## src/rtl/gdo_pkg.sv

```systemverilog
`timescale 1ns / 1ps
// gdo_pkg: op and status codes, month length and leap year helpers
// for the gregorian date offset block; no dependencies

package gdo_pkg;

    typedef enum logic [2:0] {
        OP_ADD_DAYS   = 3'd0,
        OP_SUB_DAYS   = 3'd1,
        OP_ADD_MONTHS = 3'd2,
        OP_SUB_MONTHS = 3'd3,
        OP_ADD_YEARS  = 3'd4,
        OP_SUB_YEARS  = 3'd5,
        OP_NOP6       = 3'd6,
        OP_NOP7       = 3'd7
    } op_t;

    typedef enum logic [1:0] {
        STAT_OK      = 2'd0,
        STAT_INVALID = 2'd1,
        STAT_RANGE   = 2'd2
    } status_t;

    localparam logic [3:0] MONTH_JAN = 4'd1;
    localparam logic [3:0] MONTH_DEC = 4'd12;
    localparam logic [4:0] DAYS_31   = 5'd31;

    // multiplicative inverse of 25 modulo 2^16, and the largest quotient
    // for which a 16-bit value is a multiple of 25
    localparam logic [15:0] INV25     = 16'd23593;
    localparam logic [15:0] DIV25_MAX = 16'd2621;

    // reciprocal of 3 scaled by 2^19, exact for 18-bit operands
    localparam logic [17:0] RECIP3    = 18'd174763;

    // 4/100/400 rule; divisibility by 25 via the modular inverse
    function automatic logic is_leap(input logic [15:0] y);
        logic [15:0] prod;
        logic        div25;
        prod  = y * INV25;
        div25 = (prod <= DIV25_MAX);
        return (y[1:0] == 2'b00) && (!div25 || (y[3:0] == 4'b0000));
    endfunction

    // days in month m; invalid months read as 31
    function automatic logic [4:0] month_len(input logic [3:0] m, input logic leap);
        logic [4:0] len;
        unique case (m)
            4'd2:                      len = leap ? 5'd29 : 5'd28;
            4'd4, 4'd6, 4'd9, 4'd11:  len = 5'd30;
            default:                   len = DAYS_31;
        endcase
        return len;
    endfunction

endpackage

```

## src/rtl/gregorian_date_offset_top.sv

```systemverilog
`timescale 1ns / 1ps
// gregorian_date_offset_top: moves a Gregorian date by days, months or years
// depends on gdo_pkg (op/status codes, month length, leap year test)
//
// Usage:
//   Drive op, day_in, month_in, year_in and amount with start high while busy
//   is low; the item is taken at that clock edge and busy rises. One result
//   item follows on day_out, month_out, year_out and status, marked by done
//   for exactly one cycle; the receiver must take it then, it cannot stall.
//   busy falls in the cycle that done is high, so a new item may be started
//   in that same cycle.
// Sequence of states (start edge to done edge):
//   invalid date or unused op: check, then done
//   year ops: check, clamp, done; month ops: check, month add, quotient, fix,
//   clamp, done; day ops: check, then the day loop, one step per month boundary
//   crossed plus a final step, then done. Any op goes to done early when the
//   result leaves range. The day loop runs one month per cycle through one leap
//   year unit and the month length logic for the current and previous month.
// Reset: rst_n clears the sequencer and the done strobe; the block comes up
//   idle with busy low. The result ports hold no meaning until the first done.

module gregorian_date_offset_top #(
    parameter int unsigned YEAR_MAX   = 65535,
    parameter int unsigned AMOUNT_MAX = 65535
) (
    input  logic        clk,
    input  logic        rst_n,
    input  logic        start,
    output logic        busy,
    input  logic [2:0]  op,
    input  logic [4:0]  day_in,
    input  logic [3:0]  month_in,
    input  logic [15:0] year_in,
    input  logic [15:0] amount,
    output logic        done,
    output logic [4:0]  day_out,
    output logic [3:0]  month_out,
    output logic [15:0] year_out,
    output logic [1:0]  status
);

    localparam logic [15:0] YEAR_CAP = 16'(YEAR_MAX);
    localparam logic [15:0] AMT_CAP  = 16'(AMOUNT_MAX);

    typedef enum logic [8:0] {
        S_IDLE  = 9'b000000001,
        S_CHECK = 9'b000000010,
        S_DADD  = 9'b000000100,
        S_DSUB  = 9'b000001000,
        S_MADD  = 9'b000010000,
        S_MQUO  = 9'b000100000,
        S_MFIX  = 9'b001000000,
        S_CLAMP = 9'b010000000,
        S_DONE  = 9'b100000000
    } state_t;

    state_t            state_reg, state_next;
    gdo_pkg::op_t      op_reg, op_next;
    gdo_pkg::status_t  stat_reg, stat_next;
    logic [4:0]        din_reg, din_next;
    logic [3:0]        min_reg, min_next;
    logic [15:0]       yin_reg, yin_next;
    logic [4:0]        d_reg, d_next;
    logic [3:0]        m_reg, m_next;
    logic [15:0]       y_reg, y_next;
    logic [15:0]       rem_reg, rem_next;
    logic [19:0]       t_reg, t_next;
    logic [16:0]       q_reg, q_next;
    logic              done_reg, done_next;
    logic [4:0]        dout_reg, dout_next;
    logic [3:0]        mout_reg, mout_next;
    logic [15:0]       yout_reg, yout_next;
    logic [1:0]        sout_reg, sout_next;

    // month length (current and previous month) and leap year logic, fed from the working date
    logic              cur_leap;
    logic [4:0]        lim;
    logic [4:0]        prev_len;
    logic              date_ok;
    logic [16:0]       day_sum;
    logic [16:0]       year_sum;
    logic [35:0]       quo_prod;
    logic [20:0]       q_times12;
    logic [3:0]        month_rem;

    assign cur_leap = gdo_pkg::is_leap(y_reg);
    assign lim      = gdo_pkg::month_len(m_reg, cur_leap);
    assign prev_len = (m_reg == gdo_pkg::MONTH_JAN) ? gdo_pkg::DAYS_31
                    : gdo_pkg::month_len(m_reg - 4'd1, cur_leap);

    assign date_ok  = (m_reg >= gdo_pkg::MONTH_JAN) && (m_reg <= gdo_pkg::MONTH_DEC)
                   && (y_reg != 16'd0) && (y_reg <= YEAR_CAP)
                   && (d_reg != 5'd0) && (d_reg <= lim);

    assign day_sum   = {12'd0, d_reg} + {1'b0, rem_reg};
    assign year_sum  = {1'b0, y_reg} + {1'b0, rem_reg};
    assign quo_prod  = {18'd0, t_reg[19:2]} * {18'd0, gdo_pkg::RECIP3};
    assign q_times12 = {1'b0, q_reg, 3'b000} + {2'b00, q_reg, 2'b00};
    assign month_rem = 4'(({1'b0, t_reg}) - q_times12);

    // sequencer
    always_comb
    begin
        state_next = state_reg;
        op_next    = op_reg;
        stat_next  = stat_reg;
        din_next   = din_reg;
        min_next   = min_reg;
        yin_next   = yin_reg;
        d_next     = d_reg;
        m_next     = m_reg;
        y_next     = y_reg;
        rem_next   = rem_reg;
        t_next     = t_reg;
        q_next     = q_reg;
        done_next  = 1'b0;
        dout_next  = dout_reg;
        mout_next  = mout_reg;
        yout_next  = yout_reg;
        sout_next  = sout_reg;

        unique case (state_reg)
            S_IDLE:
            begin
                if (start)
                begin
                    op_next    = gdo_pkg::op_t'(op);
                    din_next   = day_in;
                    min_next   = month_in;
                    yin_next   = year_in;
                    d_next     = day_in;
                    m_next     = month_in;
                    y_next     = year_in;
                    rem_next   = (amount > AMT_CAP) ? AMT_CAP : amount;
                    stat_next  = gdo_pkg::STAT_OK;
                    state_next = S_CHECK;
                end
            end

            // validate the date and dispatch on the op
            S_CHECK:
            begin
                if (!date_ok)
                begin
                    stat_next  = gdo_pkg::STAT_INVALID;
                    state_next = S_DONE;
                end
                else
                begin
                    unique case (op_reg)
                        gdo_pkg::OP_ADD_DAYS: state_next = S_DADD;
                        gdo_pkg::OP_SUB_DAYS: state_next = S_DSUB;
                        gdo_pkg::OP_ADD_MONTHS, gdo_pkg::OP_SUB_MONTHS:
                        begin
                            t_next = {1'b0, y_reg, 3'b000} + {2'b00, y_reg, 2'b00}
                                   + {16'd0, m_reg - 4'd1};
                            state_next = S_MADD;
                        end
                        gdo_pkg::OP_ADD_YEARS:
                        begin
                            if (year_sum > {1'b0, YEAR_CAP})
                            begin
                                stat_next  = gdo_pkg::STAT_RANGE;
                                state_next = S_DONE;
                            end
                            else
                            begin
                                y_next     = year_sum[15:0];
                                state_next = S_CLAMP;
                            end
                        end
                        gdo_pkg::OP_SUB_YEARS:
                        begin
                            if (rem_reg >= y_reg)
                            begin
                                stat_next  = gdo_pkg::STAT_RANGE;
                                state_next = S_DONE;
                            end
                            else
                            begin
                                y_next     = y_reg - rem_reg;
                                state_next = S_CLAMP;
                            end
                        end
                        default: state_next = S_DONE;
                    endcase
                end
            end

            // forward one month per cycle until the rest fits
            S_DADD:
            begin
                if (day_sum > {12'd0, lim})
                begin
                    rem_next = rem_reg - ({11'd0, lim} - {11'd0, d_reg});
                    d_next   = 5'd0;
                    if (m_reg == gdo_pkg::MONTH_DEC)
                    begin
                        if (y_reg == YEAR_CAP)
                        begin
                            stat_next  = gdo_pkg::STAT_RANGE;
                            state_next = S_DONE;
                        end
                        else
                        begin
                            m_next = gdo_pkg::MONTH_JAN;
                            y_next = y_reg + 16'd1;
                        end
                    end
                    else
                    begin
                        m_next = m_reg + 4'd1;
                    end
                end
                else
                begin
                    d_next     = day_sum[4:0];
                    state_next = S_DONE;
                end
            end

            // back one month per cycle, landing on the previous month's end
            S_DSUB:
            begin
                if (rem_reg >= {11'd0, d_reg})
                begin
                    rem_next = rem_reg - {11'd0, d_reg};
                    if (m_reg == gdo_pkg::MONTH_JAN)
                    begin
                        if (y_reg <= 16'd1)
                        begin
                            stat_next  = gdo_pkg::STAT_RANGE;
                            state_next = S_DONE;
                        end
                        else
                        begin
                            m_next = gdo_pkg::MONTH_DEC;
                            y_next = y_reg - 16'd1;
                            d_next = prev_len;
                        end
                    end
                    else
                    begin
                        m_next = m_reg - 4'd1;
                        d_next = prev_len;
                    end
                end
                else
                begin
                    d_next     = d_reg - rem_reg[4:0];
                    state_next = S_DONE;
                end
            end

            // move the month count
            S_MADD:
            begin
                if (op_reg == gdo_pkg::OP_ADD_MONTHS)
                begin
                    t_next     = t_reg + {4'd0, rem_reg};
                    state_next = S_MQUO;
                end
                else if (({4'd0, rem_reg} + 20'd12) > t_reg)
                begin
                    stat_next  = gdo_pkg::STAT_RANGE;
                    state_next = S_DONE;
                end
                else
                begin
                    t_next     = t_reg - {4'd0, rem_reg};
                    state_next = S_MQUO;
                end
            end

            // year = month count / 12 by reciprocal of 3 after a shift
            S_MQUO:
            begin
                q_next     = quo_prod[35:19];
                state_next = S_MFIX;
            end

            // remainder gives the month; range check on the year
            S_MFIX:
            begin
                if ((q_reg == 17'd0) || (q_reg > {1'b0, YEAR_CAP}))
                begin
                    stat_next  = gdo_pkg::STAT_RANGE;
                    state_next = S_DONE;
                end
                else
                begin
                    y_next     = q_reg[15:0];
                    m_next     = month_rem + 4'd1;
                    state_next = S_CLAMP;
                end
            end

            // clamp day to the target month's length
            S_CLAMP:
            begin
                if (d_reg > lim)
                begin
                    d_next = lim;
                end
                state_next = S_DONE;
            end

            // present the result item
            S_DONE:
            begin
                done_next = 1'b1;
                sout_next = stat_reg;
                if (stat_reg == gdo_pkg::STAT_OK)
                begin
                    dout_next = d_reg;
                    mout_next = m_reg;
                    yout_next = y_reg;
                end
                else
                begin
                    dout_next = din_reg;
                    mout_next = min_reg;
                    yout_next = yin_reg;
                end
                state_next = S_IDLE;
            end

            default: state_next = S_IDLE;
        endcase
    end

    // control registers
    always_ff @(posedge clk or negedge rst_n)
    begin
        if (!rst_n)
        begin
            state_reg <= S_IDLE;
            done_reg  <= 1'b0;
        end
        else
        begin
            state_reg <= state_next;
            done_reg  <= done_next;
        end
    end

    // working and result registers
    always_ff @(posedge clk)
    begin
        op_reg   <= op_next;
        stat_reg <= stat_next;
        din_reg  <= din_next;
        min_reg  <= min_next;
        yin_reg  <= yin_next;
        d_reg    <= d_next;
        m_reg    <= m_next;
        y_reg    <= y_next;
        rem_reg  <= rem_next;
        t_reg    <= t_next;
        q_reg    <= q_next;
        dout_reg <= dout_next;
        mout_reg <= mout_next;
        yout_reg <= yout_next;
        sout_reg <= sout_next;
    end

    assign busy      = (state_reg != S_IDLE);
    assign done      = done_reg;
    assign day_out   = dout_reg;
    assign month_out = mout_reg;
    assign year_out  = yout_reg;
    assign status    = sout_reg;

endmodule
```

## config.mk

```make
export PLATFORM = sky130hd
export DESIGN_NAME = gregorian_date_offset_top
export DESIGN_NICKNAME = d
export VERILOG_FILES = /design/src/rtl/gdo_pkg.sv /design/src/rtl/gregorian_date_offset_top.sv
export SDC_FILE = /design/constraint.sdc
export NUM_CORES = 1
export LEC_CHECK = 0
export BUFFER_PORTS_ARGS = -buffer_cell sky130_fd_sc_hd__buf_2
export CORE_AREA = 2 2 194 196
export CTS_CLUSTER_SIZE = 12
export DETAILED_ROUTE_END_ITERATION = 8
export DIE_AREA = 0 0 196 198
export GPL_ROUTABILITY_DRIVEN = 0
export PLACE_DENSITY_LB_ADDON = 0.08
export SKIP_LAST_GASP = 1
export SLEW_MARGIN = 20
export SYNTH_ARGS = -nofsm -noshare
export SYNTH_HDL_FRONTEND = slang
export SYNTH_SLANG_ARGS = --single-unit
```

## constraint.sdc

```tcl
create_clock -name clk -period 6.95 [get_ports clk]
set_input_delay 1.39 -clock clk [delete_from_list [all_inputs] [get_ports clk]]
set_output_delay 1.39 -clock clk [all_outputs]
set_load 0.03 [all_outputs]
```

Word-level counts from Yosys, hierarchy flattened --
Cells that the tools add are included.
Word-level totals: register bits after elaboration 145, bits of input ports 47
Operators by class: add/subtract/negate cells 19, multipliers 2, $lt $le $gt $ge 14, eq/ne operators 58, mux-type cells 77, reductions and logical operators 33
Operator list (number):
- 16-bit 2-to-1 mux | 16
- 9-bit 2-to-1 mux | 13
- 20-bit 2-to-1 mux | 4
- 16-bit case mux with 5 select lines | 1
- 9-bit case mux with 8 select lines | 1
- 16-bit case mux with 3 select lines | 1
- 9-bit case mux with 5 select lines | 1
- 5-bit 2-to-1 mux | 8
- 20-bit case mux with 2 select lines | 1
- 18-bit by 18-bit multiplier with 36-bit output (second input constant) | 1
- 4-bit 2-to-1 mux | 9
- 17-bit by 16-bit greater-than comparator with 1-bit output (second input constant) | 2
- 16-bit case mux with 2 select lines | 1
- 16-bit subtractor | 2
- 2-bit inequality test (second input constant) | 15
- 3-bit inequality test (second input constant) | 9
- 2-bit 2-to-1 mux | 13
- 19-bit by 18-bit adder with 20-bit output | 1
- 20-bit by 16-bit adder with 20-bit output | 1
- 20-bit by 4-bit adder with 20-bit output | 1
- 4-bit == test (second input constant) | 5
- 17-bit by 20-bit greater-than comparator with 1-bit output | 1
- 5-bit case mux with 4 select lines | 1
- 20-bit by 16-bit subtractor with 20-bit output | 1
- 70 further kinds | 94

Depth between registers and ports, before layout --
Gate-level depths: netlist of run 1.
depth after elaboration 12, depth in mapped cells 32

Worst setup path after synthesis of run 1 --
Ideal clock, no wire load.
kind register to register, start point reg y_reg[3], end point reg rem_reg[15] (data pin), library setup time 0.271 ns, arrival time 6.999 ns, data required time 6.679 ns, slack -0.320 ns, cell stages (with the launch flop) 30, buffers on the path 0, cell sequence edfxtp_1 -> inv_1 -> ha_1 -> ha_1 -> inv_1 -> fa_1 -> fa_1 -> inv_1 -> fa_1 -> ha_1 -> ha_1 -> a21o_1 -> a31oi_1 -> xnor2_1 -> o311ai_0 -> a32oi_1 -> inv_1 -> ha_1 -> inv_1 -> a211o_1 -> or3_1 -> ha_1 -> o21a_1 -> o21ai_0 -> o31ai_1 -> o31a_1 -> a31o_2 -> a21oi_1 -> mux2i_1 -> o21ai_0
On the way: word-level cells in the longest chain between the ends 11
Ends and longest elaborated chain:
- start: declaration | line gregorian_date_offset_top.sv:65 | logic [15:0] y_reg, y_next;
- start signal: assignment | line gregorian_date_offset_top.sv:357 | y_reg <= y_next;
- 16-bit by 15-bit multiplier with 16-bit output | line gdo_pkg.sv:40 | prod = y * INV25;
- 16-bit by 12-bit less-or-equal comparator with 1-bit output | line gdo_pkg.sv:41 | div25 = (prod <= DIV25_MAX);
- 1-bit logical NOT | line gdo_pkg.sv:42 | return (y[1:0] == 2'b00) && (!div25 || (y[3:0] == 4'b0000));
- 1-bit logical OR (*) | line gdo_pkg.sv:42
- 1-bit logical AND (*) | line gdo_pkg.sv:42
- 1-bit 2-to-1 mux (*) | line gdo_pkg.sv:49 | 4'd2: len = leap ? 5'd29 : 5'd28;
- 2-bit case mux with 2 select lines (*) | line gdo_pkg.sv:48 | unique case (m)
- 5-bit by 5-bit subtractor with 6-bit output (*) | line gregorian_date_offset_top.sv:195 | rem_next = rem_reg - ({11'd0, lim} - {11'd0, d_reg});
- 16-bit subtractor (*) | line gregorian_date_offset_top.sv:195
- 16-bit 2-to-1 mux (*) | line gregorian_date_offset_top.sv:193 | if (day_sum > {12'd0, lim})
- 16-bit case mux with 3 select lines (*) | line gregorian_date_offset_top.sv:122 | unique case (state_reg)
- named net rem_next[15] | line gregorian_date_offset_top.sv:66 | logic [15:0] rem_reg, rem_next;
- end signal: assignment | line gregorian_date_offset_top.sv:358 | rem_reg <= rem_next;
- end: declaration | line gregorian_date_offset_top.sv:66
Mark *: on every way through the listed nets, which the timed path passes. The rest lies on a longest branch. The select of a mux whose other input is x is not followed. A chain may end at the register's enable or synchronous reset.

Worst setup path in the final report of run 1 --
start point reg y_reg[8], end point reg rem_reg[15] (data pin)
On the way: word-level cells in the longest chain between the ends 11
Ends and longest elaborated chain (line):
- 16-bit by 15-bit multiplier with 16-bit output | gdo_pkg.sv:40
- 16-bit by 12-bit less-or-equal comparator with 1-bit output | gdo_pkg.sv:41
- 1-bit logical NOT | gdo_pkg.sv:42
- 1-bit logical OR | gdo_pkg.sv:42
- 1-bit logical AND | gdo_pkg.sv:42
- 1-bit 2-to-1 mux | gdo_pkg.sv:49
- 2-bit case mux with 2 select lines | gdo_pkg.sv:48
- 5-bit by 5-bit subtractor with 6-bit output | gregorian_date_offset_top.sv:195
- 16-bit subtractor | gregorian_date_offset_top.sv:195
- 16-bit 2-to-1 mux | gregorian_date_offset_top.sv:193
- 16-bit case mux with 3 select lines | gregorian_date_offset_top.sv:122
- named net rem_next[15] | gregorian_date_offset_top.sv:66
The timed path passes the listed nets, and every way through them passes these cells. The select of a mux whose other input is x is not followed.

==> flow_results.org, run 1 <==
** Synthesis
- Of the total synthesized cell area, the portion taken by AND, OR, NAND and NOR gates is 0.119.
- Leading register cell type out of synthesis :: edfxtp_1
- Area fraction in compound gates after synthesis :: 0.145
- The synthesized netlist contains 82 unique library cells.
- Of the post-synthesis cell area, the dominant cell type holds 0.232.
- A synthesized cell averages 9.39 um2.
- When the netlist entered floorplanning its net count stood at around 2700.
- Counting flops with an async set or reset pin after synthesis yields a share of 0.0690.
- Post-Synth XOR/XNOR Area :: 0.0666
- Number of synthesized flops with an enable pin :: about 140
- Of the total synthesized cell area, the portion taken by full adders, half adders and majority gates is 0.368.
- Yosys synthesis warning count :: 0
- Ranked by total cell area, the synthesized netlist is headed by ha_1 23%, edfxtp_1 20%, fa_1 14%, inv_1 6.2%, xnor2_1 5.5%.
- Measured against the total synthesized area, the mux share comes to 0.0173.
- Sequential fraction of the synthesis area :: 0.211
- Main combinational cell family by area after synthesis :: adder cells
- Top cell type by total area after synthesis :: ha_1
- Post-synthesis instance area :: 20400 um2
- Synthesis produced a netlist whose cell count is between 2000 and 2500.
- After synthesis the netlist holds a flip-flop and latch count of 145.

** STA
- Worst Max-Slew Pin Slew :: 1.01 ns
- In the finished design, the share of the clock period the worst path needs comes to 1.03.
- The number of pins exceeding their max-slew limit in the final report was 0.
- Max-slew headroom at the worst pin :: 0.329
- Highest attainable clock frequency :: 0.140 GHz
- Across the routed clock network, the largest skew measured is 0.0279 ns.
- Setup violations remaining at the end of the flow were counted as 6.
- Unrepaired setup endpoints after global routing :: true
- Clock period minus final worst setup slack :: approximately 7.1 ns
- The number of hold-slack violations in the final timing report was 0.
- In the final timing run, aggregate negative setup slack is -0.715 ns.
- In the post-route analysis, the smallest setup slack over all paths is -0.199 ns.

** Floorplan
- Core Rows :: 71
- I/O pin total :: 76
- Area of the core :: ~37000 um2
- The floorplan step defined a die boundary enclosing 38800 um2.
- Die boundary width :: 196 um
- For this configuration, the core starts out at a cell density of 0.552.
- Measured along the y axis, the die boundary spans 198 um.

** Worst setup path
- STA classifies the critical path startpoint as a register.
- In this run the critical register-to-register path is captured at rem_reg[15].
- Buf/Inv on CP :: 5
- Worst path depth :: 32
- In this run the worst setup path terminates at rem_reg[15].
- The largest single stage delay on the critical path is between 0.5 and 0.6 ns.
- The critical path in this run is classified as reg -> reg.
- The critical path starts at y_reg[8].
- Worst flop-to-flop path startpoint :: y_reg[8]
- The worst setup path is captured at a register.
- Slack of the worst reg-to-reg path :: -0.20 ns
- Grouping stages by cell kind, the critical path spends the most delay in adder cells.
- STA puts the critical path data arrival time at around 7.4 ns.
- Maximum net fanout on the critical path :: 4
- Standard cell with the maximum stage delay on the critical path :: fa_1
- Among the stages of the critical path, the cell type that occurs most often is ha_4.
- Required time worst endpoint :: between 7 and 8 ns
- Reg2reg path depth :: 32

** Finish
- Number of inserted filler cells in the final layout :: 3131
- The area growth from synthesis to layout is 14.7%.
- Max reg flops :: 20
- At the end of the flow, the number of nets in the layout was 2905.
- Layout cells sized above 1 :: 0.155
- The repair_antennas step left the layout with diodes totalling 0.
- At the end of the flow the core is filled with cells to 0.633.
- Summed area of non-filler cells in the final layout :: 23400 um2

** Clock tree
- The clock reaches the later pin of the worst-skew pair after 0.47 ns.
- CTS tree :: done
- TritonCTS created 17 clock buffers.
- Clock-pin slew on the worst setup and hold paths :: 0.08 ns
- Hold repair after CTS inserted 0 buffers.
- Max clock buf depth :: 2
- H-tree levels :: 4
- Clock tree root driver cell :: clkbuf_16
- The clock drives 145 sinks.

** Routing
- Vias per inst :: 6.03
- In the routed design, unresolved DRC markers number 0.
- In the final routed layout, each cell accounts on average for 21.9 um.
- The detailed router placed 17000 vias in this run.
- Remaining number of nets flagged by the antenna check after routing :: 0
- Routed wire length :: 62.1 mm
- Initial DRC count :: 1523
- The first detailed-routing pass took 7 iterations.

** Run status
- The run finished, with violations left.
- The final reports fail on setup timing.

** Placed design
- DP HPWL :: 49.5 mm
- Standard cell area after detailed placement :: 22000 um2
- The count of buffers added on input and output ports is 75.

** Global route
- Overall routing resource usage :: 0.326
- The number of global-route vias before repair was about 17000.
- The total overflow left after global routing is 0.
- The initial antenna violation count was 0.
- The first global-routing pass estimated 96.0 mm of wire.
- Maximum number of pins on one net before global-route repair :: 45

** Worst hold path
- Launch instance of the worst min-delay path :: stat_reg[1]
- The tightest min-delay check is of the reg -> reg type.

** Flow run
- Max-cap violations :: 0
-- synth_stat cells (19+ instances only) --
cell,number
nand4_1,19
nand2_1,97
o21a_1,20
edfxtp_1,135
ha_1,378
nand3_1,53
mux2_2,26
nor2_1,135
a21oi_1,117
xor2_1,28
xnor2_1,127
nor3_1,47
a21o_1,27
a31oi_1,26
o21ai_0,79
clkbuf_1,40
inv_1,337
nor2b_1,20
fa_1,139
-- logic make-up after synthesis --
logic type / Yosys count
flops: 145
simple gates: 484
compound gates: 447
buf+inv: 390
fa+ha+maj: 517
xor+xnor: 155
mux: 32
-- cell type report --
cell class / instances / area [um2] / share of cell area
Tap cell: 474 / 593 / 0.0254
Multi-Input combinational cell: 1635 / 15200 / 0.652
Inverter: 340 / 1280 / 0.0546
Clock buffer: 18 / 429 / 0.0183
Clock inverter: 14 / 150 / 0.00642
Timing Repair Buffer: 202 / 1390 / 0.0595
Sequential cell: 145 / 4310 / 0.184
-- placed cells by master (no fill, tap or decap), types with 32 or more instances in the layout --
cell type,n
a21oi_1,114
buf_2,75
buf_4,117
edfxtp_1,135
fa_1,134
ha_1,345
ha_4,32
inv_1,327
nand2_1,96
nand3_1,53
nor2_1,132
nor3_1,44
o21ai_0,72
xnor2_1,119
-- per-layer routing --
layer / track usage / wire [um] / part of all wire / vias up
li1: - / - / - / 7981
met1: 0.442 / 26700 / 0.43 / 8228
met2: 0.515 / 28000 / 0.45 / 682
met3: 0.0526 / 4620 / 0.074 / 152
met4: 0.145 / 2770 / 0.045 / 0
met5: 0 / 0 / 0 / -
-- worst min path at each step --
stage | to | slack, ns | cells past startpoint
floorplan | status[1] | 0.43 | 0
global placement | status[0] | 0.46 | 0
detailed placement | status[1] | 0.45 | 0
CTS | status[1] | 0.47 | 0
global route | status[0] | 0.48 | 0
finish | status[1] | 0.47 | 0
-- through the flow --
step           std cells  hold slack, ns  worst slack, ns
2_1_floorplan       2170           0.427           -0.153
3_3_place_gp        2778           0.456           -0.466
3_5_place_dp        2778           0.454           -0.658
4_1_cts             2822           0.470           -0.180
5_1_grt             2828           0.481           -0.412
6_report            2828           0.469           -0.199
-- worst register-to-register path: cells and delay by family, from the launching register on --
family	cells	cell delay, ns
XOR/XNOR	1	0.13
flip-flops	1	0.45
AND/OR/NAND/NOR	5	1.20
AO/OA/AOI/OAI	11	1.91
buffers and inverters	5	0.36
multiplexers	1	0.19
adder cells (fa/ha/maj)	9	2.68
-- what timing repair did --
action                     in CTS  in global routing
pin swaps                      56                 15
setup endpoints to repair      47                 53
setup buffers                  12                  7
gates resized for setup        80                 16
Power of run 1 is not shown: default switching activity piles up to over one toggle a cycle in this logic, so the estimate is an artifact.
==> run 2, diff against run 1 <==
CORE_AREA = 2 2 196 198   (was 2 2 194 196)
DIE_AREA = 0 0 198 200   (was 0 0 196 198)
==> flow_results.org, run 2 (synthesized netlist as in run 1, its figures left out) <==
** Clock tree
- The H-tree generated during clock tree synthesis spans 4 levels.
- Clock tree root driver cell :: clkbuf_16
- Clock-pin slew on the worst setup and hold paths :: 0.08 ns
- The clock reaches the later pin of the worst-skew pair after 0.46 ns.
- The number of clock buffers added by TritonCTS is 17.
- Total clock sinks :: about 150
- TritonCTS built the clock tree.
- Counting along the longest clock path gives a buffer depth of 2.

** Global route
- Antenna violations before repair :: 2
- Overall routing resource usage :: 0.323
- The number of global-route vias before repair came to 17200.
- Summed over all layers, the global routing overflow is 0.
- Maximum number of pins on one net before global-route repair :: 45
- Global-route wire length before repair :: a little under 100 mm

** STA
- Hold Violations, Final :: 0
- Setup violations remaining at the end of the flow were counted as 7.
- The number of pins exceeding their max-slew limit in the final report came to 0.
- Final total negative setup slack :: -1.20 ns
- Highest attainable clock frequency :: 0.139 GHz
- For the final database, setup skew stands at between 0.02 and 0.03 ns.
- At the pin with the least slew margin, the transition time is 1.01 ns.
- Of the available clock period, the critical path in the final layout requires 1.04.
- Worst hold margin :: 0.480 ns
- Subtracting the final worst setup slack from the clock period gives 7.21 ns.
- Setup repair after global routing could not meet its margin everywhere.
- Setup WS post-layout :: -0.257 ns
- Max-slew headroom at the worst pin :: 0.328

** Floorplan
- The die is roughly 200 um wide.
- Die ar. :: 39600 um2
- Initial standard-cell utilization of the core :: 0.545
- Die Y-Extent :: 200 um
- Area of the core :: approximately 37000 um2
- The floorplan has 71 rows.
- I/O pin total :: between 70 and 80

** Finish
- The top cell types in the final layout, fill and taps aside, are 344 x ha_1, 322 x inv_1, 142 x buf_4, 135 x edfxtp_1, 133 x nor2_1.
- Of the cells placed in the final design, the portion with a size suffix greater than 1 is 0.171.
- In the final design database the tool counted 2934 nets.
- The register with the most flip-flops in the layout has 20 of them.
- Most common library cell in the layout ignoring fill and taps :: ha_1
- Once layout is complete, the cells apart from fillers number just under 3000.
- Relative to the synthesized area, the layout overhead comes to 16.2%.

** Run status
- Status :: complete, but fails checks
- The final reports fail on setup timing.

** Routing
- Vias per inst :: 5.97
- For this block, the routed nets add up to 63.2 mm of wire.
- In the final routed layout, each cell accounts on average for between 20 and 25 um.
- The count of nets left with antenna violations once routing finished came out at 0.
- Remaining routing DRC violations :: 0
- Initial DRC count :: 1448
- Via count :: 17300
- The first detailed-routing pass ran for 7 iterations.

** Worst setup path
- The slowest stage of the critical path belongs to the cell fa_1.
- Classification of the worst setup path :: reg -> reg
- At the worst endpoint, the required time is 7.16 ns.
- The worst setup path is launched from a register.
- The worst register-to-register path begins at y_reg[6].
- The most critical setup path has its startpoint at y_reg[6].
- Kind of end point of the critical path :: register
- Maximum net fanout on the critical path :: 4
- By instance count, the cell type seen most on the critical path is ha_4.
- In this design, the stage delay of the slowest critical-path cell is between 0.5 and 0.6 ns.
- Data arrival at the endpoint of the critical path :: 7.42 ns

** Placed design
- DP HPWL :: 49.6 mm
- Timing analysis after detailed placement gives a worst setup slack of -0.651 ns.
- Port-buffer cells :: 75
- Post-Place Cells :: 2818

** Worst hold path
- The worst hold path begins at stat_reg[0].
- Worst min-delay path category :: reg -> reg

** Flow run
- Max-cap violations :: 0
-- run 2: cell count changes in the layout (fill, tap and decap cells not counted), moves of 3 or more --
cell and delta:
buf_6 +3, buf_4 +25, ha_4 -3, inv_2 +4, ha_2 +4, inv_1 -5
-- run 2: worst paths after layout --
| path | end | slack (ns) | cells after the start |
|---|---|---|---|
| worst min register to register | status[0] | 0.48 | 0 |
| max in group asynchronous | state_reg[0] | 5.91 | 1 |
| worst max-delay path | rem_reg[15] | -0.26 | 33 |
| min in group asynchronous | done | 0.79 | 1 |
| worst max register to register | rem_reg[15] | -0.26 | 33 |
| worst min-delay path | status[0] | 0.48 | 0 |
-- run 2: critical path, delay by kind of cell, from the launching register on --
kind / cells / cell delay [ns]
adders and majority gates: 9 / 2.68
AOI/OAI and AO/OA: 12 / 2.07
and+or+nand+nor: 4 / 0.94
buffers and inverters: 6 / 0.51
DFF: 1 / 0.46
muxes: 1 / 0.20
xor gates and xnor gates: 1 / 0.12
-- run 2: final cells by class --
class | instances | area, um2
Multi-Input combinational cell | 1635 | 15300
Fill cell | 3152 | 13700
Sequential cell | 145 | 4310
Timing Repair Buffer | 231 | 1630
Inverter | 340 | 1280
Tap cell | 511 | 639
Clock buffer | 17 | 425
Clock inverter | 15 | 148
Antenna cell | 1 | 2.50
-- run 2: per-layer routing --
| metal | global-route usage | wire, um |
|---|---|---|
| met2 | 0.509 | 28100 |
| met1 | 0.433 | 26800 |
| met5 | 0 | 11 |
| met4 | 0.152 | 3250 |
| met3 | 0.0608 | 5050 |
-- run 2: metrics by stage --
stage / cell area (um2) / utilization
3_3_place_gp: 22100 / 0.591
2_1_floorplan: 20400 / -
5_1_grt: 23700 / 0.633
6_report: 23700 / 0.633
4_1_cts: 23400 / 0.626
3_5_place_dp: 22100 / 0.591
-- run 2: repair_timing --
action	4_1_cts	5_1_grt
hold buffers	0	0
cloned	0	0
endpoints found under the setup margin	12	14
gates resized for setup	67	53
pin swaps	53	29
setup buffers	41	9
Power of run 2 is left out for the same reason.
